## src/hw/rtl/rqb_pkg.sv

```systemverilog
// shared types and codes of the retry queue with backoff
package rqb_pkg;

   localparam int TIME_BITS     = 32;
   localparam int CSR_DATA_BITS = 16;
   localparam int CSR_ADDR_BITS = 2;
   localparam int LIMIT_BITS    = 7;
   localparam int DELAY_BITS    = 16;
   localparam int COUNT_BITS    = 2;
   localparam int KIND_BITS     = 3;
   localparam int OP_BITS       = 2;

   localparam logic [LIMIT_BITS-1:0] QUEUE_LIMIT_RESET = 7'd50;
   localparam logic [DELAY_BITS-1:0] BASE_DELAY_RESET  = 16'd2000;
   localparam logic [COUNT_BITS-1:0] MAX_RETRIES_RESET = 2'd3;

   typedef enum logic [OP_BITS-1:0] {
      OP_ADD   = 2'd0,
      OP_TICK  = 2'd1,
      OP_CLEAR = 2'd2,
      OP_NONE  = 2'd3
   } op_type;

   typedef enum logic [KIND_BITS-1:0] {
      KIND_ADDED   = 3'd0,
      KIND_FULL    = 3'd1,
      KIND_DUP     = 3'd2,
      KIND_CLEARED = 3'd3,
      KIND_RESEND  = 3'd4,
      KIND_EXPIRED = 3'd5,
      KIND_IDLE    = 3'd6
   } kind_type;

   typedef enum logic [CSR_ADDR_BITS-1:0] {
      CSR_QUEUE_LIMIT = 2'd0,
      CSR_BASE_DELAY  = 2'd1,
      CSR_MAX_RETRIES = 2'd2
   } csr_index_type;

   // commands from the controller to the datapath
   typedef struct packed {
      logic load;
      logic rd_main;
      logic add_next;
      logic add_commit;
      logic emit_full;
      logic emit_dup;
      logic tick_eval;
      logic move_start;
      logic rd_buf;
      logic move_write;
      logic tick_end;
      logic do_clear;
   } cmd_type;

   // status from the datapath to the controller
   typedef struct packed {
      logic full;
      logic scan_done;
      logic move_done;
      logic hit;
      logic tick_wait;
      logic out_free;
   } sts_type;

endpackage

```

## src/hw/rtl/rqb_ctrl.sv

```systemverilog
// sequencer of the retry queue: add search, tick scan, re-append and clear
module rqb_ctrl (
   input  logic                             clock,
   input  logic                             reset,
   input  logic                             req_valid,
   input  logic [rqb_pkg::OP_BITS-1:0]      req_op,
   output logic                             req_stall,
   input  rqb_pkg::sts_type                 sts,
   output rqb_pkg::cmd_type                 cmd
);

   typedef enum logic [8:0] {
      ST_IDLE     = 9'b000000001,
      ST_ADD_CHK  = 9'b000000010,
      ST_ADD_EV   = 9'b000000100,
      ST_TICK_RD  = 9'b000001000,
      ST_TICK_EV  = 9'b000010000,
      ST_MOVE_RD  = 9'b000100000,
      ST_MOVE_WR  = 9'b001000000,
      ST_TICK_END = 9'b010000000,
      ST_CLEAR    = 9'b100000000
   } state_type;

   state_type state_ff;
   state_type state_in;

   assign req_stall = (state_ff != ST_IDLE);

   always_comb begin
      state_in = state_ff;
      cmd      = '0;
      case (state_ff)
         ST_IDLE: begin
            if (req_valid) begin
               cmd.load = 1'b1;
               case (req_op)
                  rqb_pkg::OP_ADD:   state_in = ST_ADD_CHK;
                  rqb_pkg::OP_TICK:  state_in = ST_TICK_RD;
                  rqb_pkg::OP_CLEAR: state_in = ST_CLEAR;
                  default:           state_in = ST_IDLE;
               endcase
            end
         end
         ST_ADD_CHK: begin
            if (sts.full) begin
               if (sts.out_free) begin
                  cmd.emit_full = 1'b1;
                  state_in      = ST_IDLE;
               end
            end else if (sts.scan_done) begin
               if (sts.out_free) begin
                  cmd.add_commit = 1'b1;
                  state_in       = ST_IDLE;
               end
            end else begin
               cmd.rd_main = 1'b1;
               state_in    = ST_ADD_EV;
            end
         end
         ST_ADD_EV: begin
            if (sts.hit) begin
               if (sts.out_free) begin
                  cmd.emit_dup = 1'b1;
                  state_in     = ST_IDLE;
               end
            end else begin
               cmd.add_next = 1'b1;
               state_in     = ST_ADD_CHK;
            end
         end
         ST_TICK_RD: begin
            if (sts.scan_done) begin
               cmd.move_start = 1'b1;
               state_in       = ST_MOVE_RD;
            end else begin
               cmd.rd_main = 1'b1;
               state_in    = ST_TICK_EV;
            end
         end
         ST_TICK_EV: begin
            if (!sts.tick_wait) begin
               cmd.tick_eval = 1'b1;
               state_in      = ST_TICK_RD;
            end
         end
         ST_MOVE_RD: begin
            if (sts.move_done) begin
               state_in = ST_TICK_END;
            end else begin
               cmd.rd_buf = 1'b1;
               state_in   = ST_MOVE_WR;
            end
         end
         ST_MOVE_WR: begin
            cmd.move_write = 1'b1;
            state_in       = ST_MOVE_RD;
         end
         ST_TICK_END: begin
            if (sts.out_free) begin
               cmd.tick_end = 1'b1;
               state_in     = ST_IDLE;
            end
         end
         ST_CLEAR: begin
            if (sts.out_free) begin
               cmd.do_clear = 1'b1;
               state_in     = ST_IDLE;
            end
         end
         default: begin
            state_in = ST_IDLE;
         end
      endcase
   end

   always_ff @(posedge clock) begin
      if (reset) begin
         state_ff <= ST_IDLE;
      end else begin
         state_ff <= state_in;
      end
   end

endmodule

```

## config.mk

```make
export PLATFORM = sky130hd
export DESIGN_NAME = rqb_ctrl
export DESIGN_NICKNAME = d
export VERILOG_FILES = /design/src/hw/rtl/rqb_pkg.sv /design/src/hw/rtl/rqb_ctrl.sv
export SDC_FILE = /design/constraint.sdc
export NUM_CORES = 1
export LEC_CHECK = 0
export BUFFER_PORTS_ARGS = -buffer_cell sky130_fd_sc_hd__buf_2
export CORE_UTILIZATION = 43
export DETAILED_ROUTE_END_ITERATION = 6
export PLACE_DENSITY = 0.78
export RECOVER_POWER = 25
export SLEW_MARGIN = 20
export SYNTH_ARGS = -nofsm -noshare
export SYNTH_HDL_FRONTEND = slang
export SYNTH_SLANG_ARGS = --single-unit
```

## constraint.sdc

```tcl
create_clock -name clock -period 1.65 [get_ports clock]
set_clock_uncertainty 0.1 [all_clocks]
set_input_delay 0.165 -clock clock [delete_from_list [all_inputs] [get_ports clock]]
set_output_delay 0.165 -clock clock [all_outputs]
set_load 0.01 [all_outputs]
```

# After elaboration in Yosys (flattened, before gate mapping)
# Cells that the tools add are included.
# word_totals
output_inout_bits	13
reg_bits	9
wordCells	51
input_bits	11
# classes
mux	33
eq_ne	14
n_reduce_logical	3
# ops
cell	count
case mux 9 bit (8 select lines)	1
2-to-1 mux 9 bit	6
case mux 9 bit (3 select lines)	1
2-to-1 mux 1 bit	21
== test 9 x 1 -> 1 bit (second input constant)	1
== test 9 x 2 -> 1 bit (second input constant)	1
== test 9 x 3 -> 1 bit (second input constant)	1
== test 9 x 4 -> 1 bit (second input constant)	1
== test 9 x 5 -> 1 bit (second input constant)	1
== test 9 x 6 -> 1 bit (second input constant)	1
== test 9 x 7 -> 1 bit (second input constant)	1
== test 9 x 8 -> 1 bit (second input constant)	1
== test 9 bit (second input constant)	1
!= test 9 x 1 -> 1 bit (second input constant)	1
2-to-1 mux 8 bit	1
2-to-1 mux 6 bit	1
!= test 2 bit (second input constant)	2
== test 2 x 1 -> 1 bit (second input constant)	1
== test 2 bit (second input constant)	1
zero test 2 bit	1
2-to-1 mux 2 bit	1
case mux 1 bit (2 select lines)	1
AND reduction 2 bit	1
OR reduction 2 bit	1

# Longest topological paths before layout
# Gate-level depths: netlist (run 1).
# logic_depth
depth_word	4
depth_mapped	7
depth_no_buf	6

# Worst setup path before layout (run 1)
# Ideal clock, no wire load.
# synth_path
path_type	reg-to-reg
startpoint	register state_ff[8]
endpoint	register state_ff[0]
arrival_ns	1.513
setup_time_ns	0.134
path_buffers	1
path_slack_ns	-0.098
stages_incl_launch_ff	7
cell_sequence	dfxtp_1 > buf_6 > and3b_1 > o31ai_2 > nor4b_2 > o22a_1 > or4_1
# synth_between
elab_chain_cells	3
word_cells_on_any_way	14
classes_between	eq/ne: 11; mux: 1; reduce/logical: 2
# synth_rtl
item	line	text
from (decl)	rqb_ctrl.sv:24	state_type state_ff;
from (signal assigned)	rqb_ctrl.sv:120	state_ff <= state_in;
== test 9 bit, or another cell as far along	rqb_ctrl.sv:32	case (state_ff)
OR reduction 2 bit (no source line) or != test 2 bit (tied branches)	n/a	
case mux 9 bit (8 select lines) or AND reduction 2 bit (tied branches)	n/a	
# Several ways; a longest one is shown, not always the timed one.
# A chain may end at the register's enable or synchronous reset.

# Worst setup path after layout (run 1)
# layout_path
startpoint	register state_ff[4]
endpoint	register state_ff[0]
# Same word-level chain as after synthesis.

==> results.md, run 1 <==
* Initial DRT Pass Iterations at 5
* Clock share of power at around a fifth
* Fraction of layout cells with a size suffix above 1 at between 60% and 70%
* Post-synthesis cell count at ~90
* Synth Flop Type: dfxtp_1
* Maximum vdd drop at 0.000650 V
* GR Util All Layers at between 40% and 50%
* Max_slew headroom at 67.9%
* Vias per std cell at 7.05
* Largest Register: state_ff
* Post-synth EDFFs at 0
* Clock transition at path regs at 0.08 ns
* Hold Path Class: input port to flop
* WHS Endpoint: state_ff[7]
* Max Cap Viol at 0
* Largest net degree at the start of global routing at 10
* Grt total ovfl at 0
* F_max at 485 MHz
* Power share of the combinational group at 52.4%
* Seq cells post-synth at 9
* RSZ-0062 raised after global routing: true
* CTS root buf: clkbuf_4
* Reg2reg path depth at 6
* Area Growth Syn to Fin at 97.7%
* Worst skew pair latency at 0.28 ns
* Longest Clk Path Bufs at 2
* Ranking of synthesized cells by area: dfxtp_1 25%, nor2_1 7.3%, nor4_4 5.9%
* Syn. warnings at 0
* Minimum clock period at between 2 and 2.5 ns
* Status: complete, but fails checks
* Hold path startpoint: reset
* Origin of the critical flop-to-flop path: state_ff[4]
* CTS sink cnt at 9
* Setup violations, final at 21
* Setup WS pre-CTS at -0.203 ns
* Net Sw Power at 371 uW
* Initial Util at a little under half
* Chip width at 42.9 um
* DP HPWL at 1760 um
* Number of diodes at 0
* Setup ws final at -0.410 ns
* Final RePlAce weighted congestion at 0.920
* Final ANT Viol Nets at 0
* CORE AREA at approximately 0.0015 mm^2
* Share of the synthesized area in the top cell type at 25.1%
* Routed vias at 1219
* Max reg flops at 9
* Final WL at 4270 um
* DR WL/cell at 24.7 um
* FFs w/ async S/R, synth at 0%
* TritonCTS Buffers at 3
* Violations in the final reports: setup timing
* Final period util at 125%
* Area leader, netlist: dfxtp_1
* First-pass GRT wire length at 5540 um
* Sw Ratio at 40.1%
* Max Slew Vio Count at 0
* Syn_nets at just over 100
* Power Density at 652 mW/mm^2
* DP Cell Count at about 150
* Rows at 14
* Sequential share of power at a little over a quarter
* Avg Cell Area, Syn at 7.81 um^2
* Worst Path Arrival at around 2.1 ns
* WHS Path Cells at 2
* Crit path max fanout at 3
* Required time worst endpoint at between 1.5 and 2 ns
* Distinct cells, synth at 34
* Most common cell after layout, fill and taps aside: buf_4
* Mapped Area at 718 um^2
* Fin nets at 169
* # port buffers at 23
* Total power at 926 uW
* DRT iter0 DRCs at 81
* Startpoint types: flop
* P_leak at 0.636 nW
* Final std cells w/o fill at 173
* Worst setup EP type: flop
* Die footprint at ~0.0018 mm^2
* TritonCTS clock tree: yes
* Die Height at 42.9 um
* Top Ports at 24
* Worst r2r dst: state_ff[0]
* Setup slack, reg-to-reg at -0.41 ns
* Actual slew at the worst max-slew pin at 0.474 ns
* H-tree depth at 1
* Register area share after synthesis at roughly 25%
* Initial antenna violation count at 0
* Number of global-route vias before repair at about 1200
* P_int at 554 uW
* Final hold vios at 0
* Most frequent cells in the layout: 32 x buf_4, 17 x buf_2, 15 x buf_6
* WS Path Type: flop to flop
* Largest regs: state_ff: 9 flops
* DRC viols at 0
logic make-up (layout without fill, tap and decap cells):
kind of cell | Yosys count | in the layout | share of synthesized area (%)
XOR/XNOR | 2 | 2 | 2.44
AO/OA/AOI/OAI | 20 | 20 | 20.4
flip-flops | 9 | 9 | 25.1
AND/OR/NAND/NOR | 51 | 51 | 45.1
buffers and inverters | 10 | 75 | 6.97
what timing repair did:
item                       in CTS  in global routing
setup endpoints to repair      19                 21
gates cloned                    0                  0
buffers inserted               17                  8
resized for setup              36                 27
hold buffers                    0                  0
pin swaps                      16                 16
metal layers:
metal / track usage (%) / up-vias / part of all wire [%]
met4: 33.8 / 0 / 10
met5: 0 / - / 0
li1: - / 467 / -
met2: 72.4 / 131 / 45
met1: 43.3 / 560 / 34
met3: 7.23 / 61 / 11
stage by stage:
step / hold slack, ns / TNS (ns) / utilization, % / area [um^2]
2_1_floorplan: 0.129 / -0.0653 / - / 733
3_3_place_gp: 0.315 / -0.312 / 65.0 / 1000
3_5_place_dp: 0.320 / -0.718 / 65.0 / 1000
4_1_cts: 0.0301 / -2.68 / 82.3 / 1270
5_1_grt: 0.0464 / -5.68 / 92.1 / 1420
6_report: 0.0510 / -5.48 / 92.1 / 1420
worst max-delay path, cell delays in order, from the launching register on:
cell and delay [ns]:
dfxtp_4 0.38, nor4_4 0.33, buf_4 0.18, and2b_1 0.16, a21boi_4 0.24, nor2_2 0.07, or4_1 0.47
power groups by stage:
| stage | clock, mW | combinational [mW] | sequential (mW) |
|---|---|---|---|
| global route | 0.200 | 0.489 | 0.246 |
| CTS | 0.179 | 0.362 | 0.242 |
| global placement | 0 | 0.237 | 0.253 |
| floorplan | 0 | 0.141 | 0.249 |
| finish | 0.194 | 0.485 | 0.246 |
| detailed placement | 0 | 0.245 | 0.255 |
cells in the mapped netlist, types with 2 or more instances:
library cell / number
a21oi_1: 4
a221oi_1: 2
a31oi_1: 2
and3b_1: 2
dfxtp_1: 9
inv_1: 7
nand2_1: 6
nand3_1: 4
nand4b_1: 2
nor2_1: 14
nor2b_1: 4
nor3_1: 5
nor3b_1: 4
nor4_4: 2
o21ai_0: 4
o22a_1: 2
xor2_1: 2
how the worst max path moves through the flow:
stage	start	end
after global routing	state_ff[5]	state_ff[0]
final	state_ff[4]	state_ff[0]
after detailed placement	state_ff[7]	state_ff[0]
after floorplan	state_ff[8]	state_ff[0]
after CTS	state_ff[5]	cmd[0]
after global placement	state_ff[8]	state_ff[0]
area by class of cell:
type,count,area (um^2)
tap,16,20.0
sequential,9,204
fill,52,121
inverter,7,28.8
timing repair buffer,64,494
clock buffer,4,26.3
multi-input combinational,73,647
Power figures use the tool's default switching activity.
==> run 2, diff against run 1 <==
Settings changed: MAX_ROUTING_LAYER set to met4.
==> run 2 against run 1 <==
The run still ends with setup timing left. Clock-buffer cell count stayed put. First-iteration DRC count is 11% higher. Combinational power hardly changed. Largest power group unchanged.
==> results.md, run 2 (synthesized netlist as in run 1, its figures left out) <==
* Reg2reg path depth at 7
* Fraction of layout cells with a size suffix above 1 at 66.2%
* Total power at slightly above 900 uW
* DR WL/cell at roughly 25 um
* Max reg flops at 9
* TritonCTS Buffers at 3
* Number of diodes at 0
* Most common cell after layout, fill and taps aside: buf_4
* Hold_ws at 0.0461 ns
* WHS Endpoint: state_ff[4]
* Area Growth Syn to Fin at 97.7%
* Rows at 14
* Final hold vios at 0
* F_max at 483 MHz
* Fin nets at 169
* Vias per std cell at 7.01
* Longest Clk Path Bufs at 2
* Final RePlAce weighted congestion at 0.936
* Die footprint at between 0.0015 and 0.002 mm^2
* Setup slack, reg-to-reg at -0.42 ns
* Setup ws final at -0.421 ns
* Startpoint types: flop
* Setup violations, final at 20
* GR Util All Layers at between 40 and 50%
* Violations in the final reports: setup timing
* RSZ-0062 raised after global routing: true
* Required time worst endpoint at roughly 1.8 ns
* Initial antenna violation count at 0
* CTS sink cnt at 9
* Initial Util at 46.6%
* Initial DRT Pass Iterations at 5
* Final ANT Viol Nets at 0
* Final WL at approximately 4300 um
* WHS Path Cells at 2
* # port buffers at 23
* CTS Hold Bufs at 0
* Number of global-route vias before repair at 1166
* Routed vias at 1213
* Max Cap Viol at 0
* Chip width at 42.9 um
* Power Density at roughly 650 mW/mm^2
* Minimum clock period at 2.07 ns
* Worst Path Arrival at between 2 and 2.5 ns
* Largest regs: state_ff: 9 flops
* Worst skew pair latency at 0.29 ns
* Clock transition at path regs at 0.09 ns
* Hold Path Class: input port to flop
* DRC viols at 0
* P_leak at 0.636 nW
* Origin of the critical flop-to-flop path: state_ff[2]
* Final period util at 125%
* DRT iter0 DRCs at 90
* H-tree depth at 1
* WS Path Type: flop to flop
* Actual slew at the worst max-slew pin at 0.474 ns
* TritonCTS clock tree: yes
* Max Slew Vio Count at 0
* Largest net degree at the start of global routing at 10
* DP HPWL at 1760 um
* Hold path startpoint: reset
* First-pass GRT wire length at 5530 um
* Crit path max fanout at 9
* CORE AREA at between 0.0015 and 0.002 mm^2
* Worst setup EP type: flop
* Max_slew headroom at between 60 and 70%
* Worst r2r dst: state_ff[1]
* Most frequent cells in the layout: 32 x buf_4, 17 x buf_2, 15 x buf_6
* Largest Register: state_ff
* Die Height at 42.9 um
* Maximum vdd drop at approximately 0.00064 V
* Top Ports at 24
* Status: complete, but fails checks
* CTS root buf: clkbuf_4
* Grt total ovfl at 0
run 2: worst max-delay path by stage:
| stage | start | endpoint | slack (ns) | cells after the start |
|---|---|---|---|---|
| after CTS | state_ff[5] | cmd[0] | -0.23 | 6 |
| after floorplan | state_ff[8] | state_ff[0] | -0.07 | 6 |
| after detailed placement | state_ff[7] | state_ff[0] | -0.20 | 5 |
| after global routing | state_ff[2] | state_ff[1] | -0.64 | 7 |
| after global placement | state_ff[8] | state_ff[0] | -0.14 | 5 |
| final | state_ff[2] | state_ff[1] | -0.42 | 7 |
run 2: power by group:
part / switching [mW] / leakage [nW] / internal (mW)
combinational: 0.249 / 0.543 / 0.234
sequential: 0.0188 / 0.0782 / 0.227
clock: 0.105 / 0.0150 / 0.0939
run 2: timing repair:
action	CTS	global route
resized for setup	36	27
setup endpoints to repair	19	21
buffers inserted	17	8
pin swaps	16	16
run 2: per-stage QoR:
step | utilization [%] | setup slack, ns | TNS [ns] | instances | area, um^2
global route | 92.1 | -0.638 | -6.40 | 173 | 1420
detailed placement | 65.0 | -0.203 | -0.718 | 149 | 1000
global placement | 65.0 | -0.142 | -0.312 | 149 | 1000
floorplan | - | -0.0653 | -0.0653 | 92 | 733
finish | 92.1 | -0.421 | -5.55 | 173 | 1420
CTS | 82.3 | -0.227 | -2.68 | 169 | 1270
run 2: critical path: stages (launching register included):
cell	delay, ns
dfxtp_2	0.44
nor3_1	0.10
buf_4	0.17
and4_4	0.21
buf_4	0.14
a221oi_1	0.41
o21ai_1	0.27
nor2_1	0.16
run 2: final cells by class:
class,count,area (um^2)
Multi-Input combinational cell,73,647
Timing Repair Buffer,64,494
Inverter,7,28.8
Sequential cell,9,204
Tap cell,16,20.0
Clock buffer,4,26.3
Fill cell,52,121
run 2: per-layer routing:
layer / up-vias / GRT usage, % / part of all wire, %
li1: 466 / - / -
met5: - / - / 0
met2: 141 / 72.7 / 46
met3: 65 / 8.94 / 12
met1: 541 / 42.0 / 33
met4: 0 / 33.1 / 9.9
==> run 3, diff against run 2 <==
Settings changed: RECOVER_POWER 25 to not set, SETUP_SLACK_MARGIN set to 0.1, TNS_END_PERCENT set to 10.
==> run 3 against run 2 <==
The flow still finishes with violations (setup timing). Global-route usage decreased by 15 points. Clock power decreased by 14%. Non-clock buffer count down 18. Largest power group unchanged. Highest routed layer unchanged.
==> results.md, run 3 (synthesized netlist as in run 1, its figures left out) <==
* Status: complete, but fails checks
* Violations in the final reports: setup timing
* P_leak at about 0.53 nW
* Max_slew headroom at approximately 78%
* DR WL/cell at between 15 and 20 um
* Max Cap Viol at 0
* P_int at 481 uW
* Longest Clk Path Bufs at 2
* CTS Hold Bufs at 0
* DP HPWL at 1650 um
* Final period util at 117%
* DP Cell Count at roughly 150
* Largest regs: state_ff: 9 flops
* Total power at 749 uW
* Fin nets at 151
* CTS root buf: clkbuf_4
* Area Growth Syn to Fin at 66.7%
* TritonCTS Buffers at 3
* Required time worst endpoint at between 1 and 1.5 ns
* Power Density at 625 mW/mm^2
* Final hold vios at 0
* # port buffers at 23
* Worst Path Arrival at 1.67 ns
* Fraction of layout cells with a size suffix above 1 at 59.7%
* Initial Util at 46.6%
* Startpoint types: flop
* Actual slew at the worst max-slew pin at 0.332 ns
* Hold Path Class: input port to flop
* Setup TNS at -2.52 ns
* Final std cells w/o fill at ~160
* Maximum vdd drop at 0.000472 V
* Finished Core Util at 77.7%
* Setup ws final at -0.283 ns
* Chip width at 42.9 um
* Crit path max fanout at 4
* Final ANT Viol Nets at 0
* Net Sw Power at roughly 270 uW
* Top Ports at 24
* Clock share of power at 23.0%
* CTS sink cnt at 9
* # fillers at between 100 and 150
* Initial DRT Pass Iterations at 4
* F_max at 517 MHz
* Dpl cell area at 993 um^2
* Number of global-route vias before repair at 839
* Grt total ovfl at 0
* Design Area, Final at 0.00120 mm^2
* H-tree depth at 1
* Power share of the combinational group at about 44%
* Max reg flops at 9
* Hold_ws at approximately 0.043 ns
* Die Height at 42.9 um
* Largest net degree at the start of global routing at 10
* Minimum clock period at between 1.5 and 2 ns
* DRC viols at 0
* Setup WS pre-CTS at -0.205 ns
* Number of diodes at 0
* Clock transition at path regs at 0.06 ns
* Worst setup EP type: primary output
* DRT iter0 DRCs at 28
* Max Slew Vio Count at 0
* Sequential share of power at 33.2%
* Rows at 14
* RSZ-0062 raised after global routing: true
* Sw Ratio at between 30% and 40%
* Final WL at 2480 um
* Setup violations, final at 18
* Initial antenna violation count at 0
* Worst skew pair latency at around 0.27 ns
* WS Path Type: flop to primary output
* Routed vias at 906
* TritonCTS clock tree: yes
* CORE AREA at 0.00154 mm^2
* Vias per std cell at roughly 6
* Largest Register: state_ff
* Die footprint at 0.00184 mm^2
* First-pass GRT wire length at 3710 um
* GR Util All Layers at 27.9%
* Final RePlAce weighted congestion at 0.904
* Most common cell after layout, fill and taps aside: buf_4
* Most frequent cells in the layout: 21 x buf_4, 20 x buf_2, 9 x nor2_1
[run 3: per-layer routing]
layer,up-vias,share of wire (%),track usage [%]
li1,432,-,-
met1,426,40,32.0
met2,41,51,47.9
met3,7,5.7,3.40
met4,0,2.9,13.1
met5,-,0,-
[run 3: area by class of cell]
| class | instances | area, um^2 | area share [%] |
|---|---|---|---|
| multi-input combinational | 73 | 612 | 51.1 |
| inverter | 7 | 28.8 | 2.40 |
| clock buffer | 4 | 26.3 | 2.19 |
| tap | 16 | 20.0 | 1.67 |
| sequential | 9 | 196 | 16.4 |
| timing repair buffer | 46 | 314 | 26.2 |
[run 3: path summary, 6_finish.rpt]
| path | endpoint | slack [ns] | startpoint | cells after the start |
|---|---|---|---|---|
| setup / recovery | cmd[8] | -0.28 | state_ff[4] | 5 |
| hold / removal | state_ff[7] | 0.04 | reset | 2 |
| setup reg to reg | state_ff[0] | -0.23 | state_ff[4] | 6 |
| hold reg to reg | state_ff[7] | 0.59 | state_ff[5] | 3 |
[run 3: power by group through the flow]
| stage | Combinational, mW | Clock [mW] | Sequential (mW) |
|---|---|---|---|
| final | 0.328 | 0.172 | 0.248 |
| after global routing | 0.351 | 0.187 | 0.250 |
| after CTS | 0.285 | 0.171 | 0.248 |
| after detailed placement | 0.242 | 0 | 0.255 |
| after global placement | 0.240 | 0 | 0.253 |
| after floorplan | 0.140 | 0 | 0.249 |
[run 3: worst max-delay path, cell delays in order, from the launching register on]
cell	delay, ns
dfxtp_4	0.37
nor4_4	0.29
nand4b_1	0.18
or2_4	0.29
nor3_4	0.12
buf_2	0.15
[run 3: timing repair]
action                     4_1_cts  5_1_grt
setup endpoints to repair       20       20
setup buffers                    2        1
pin swaps                        6       14
gates resized for setup         26       18
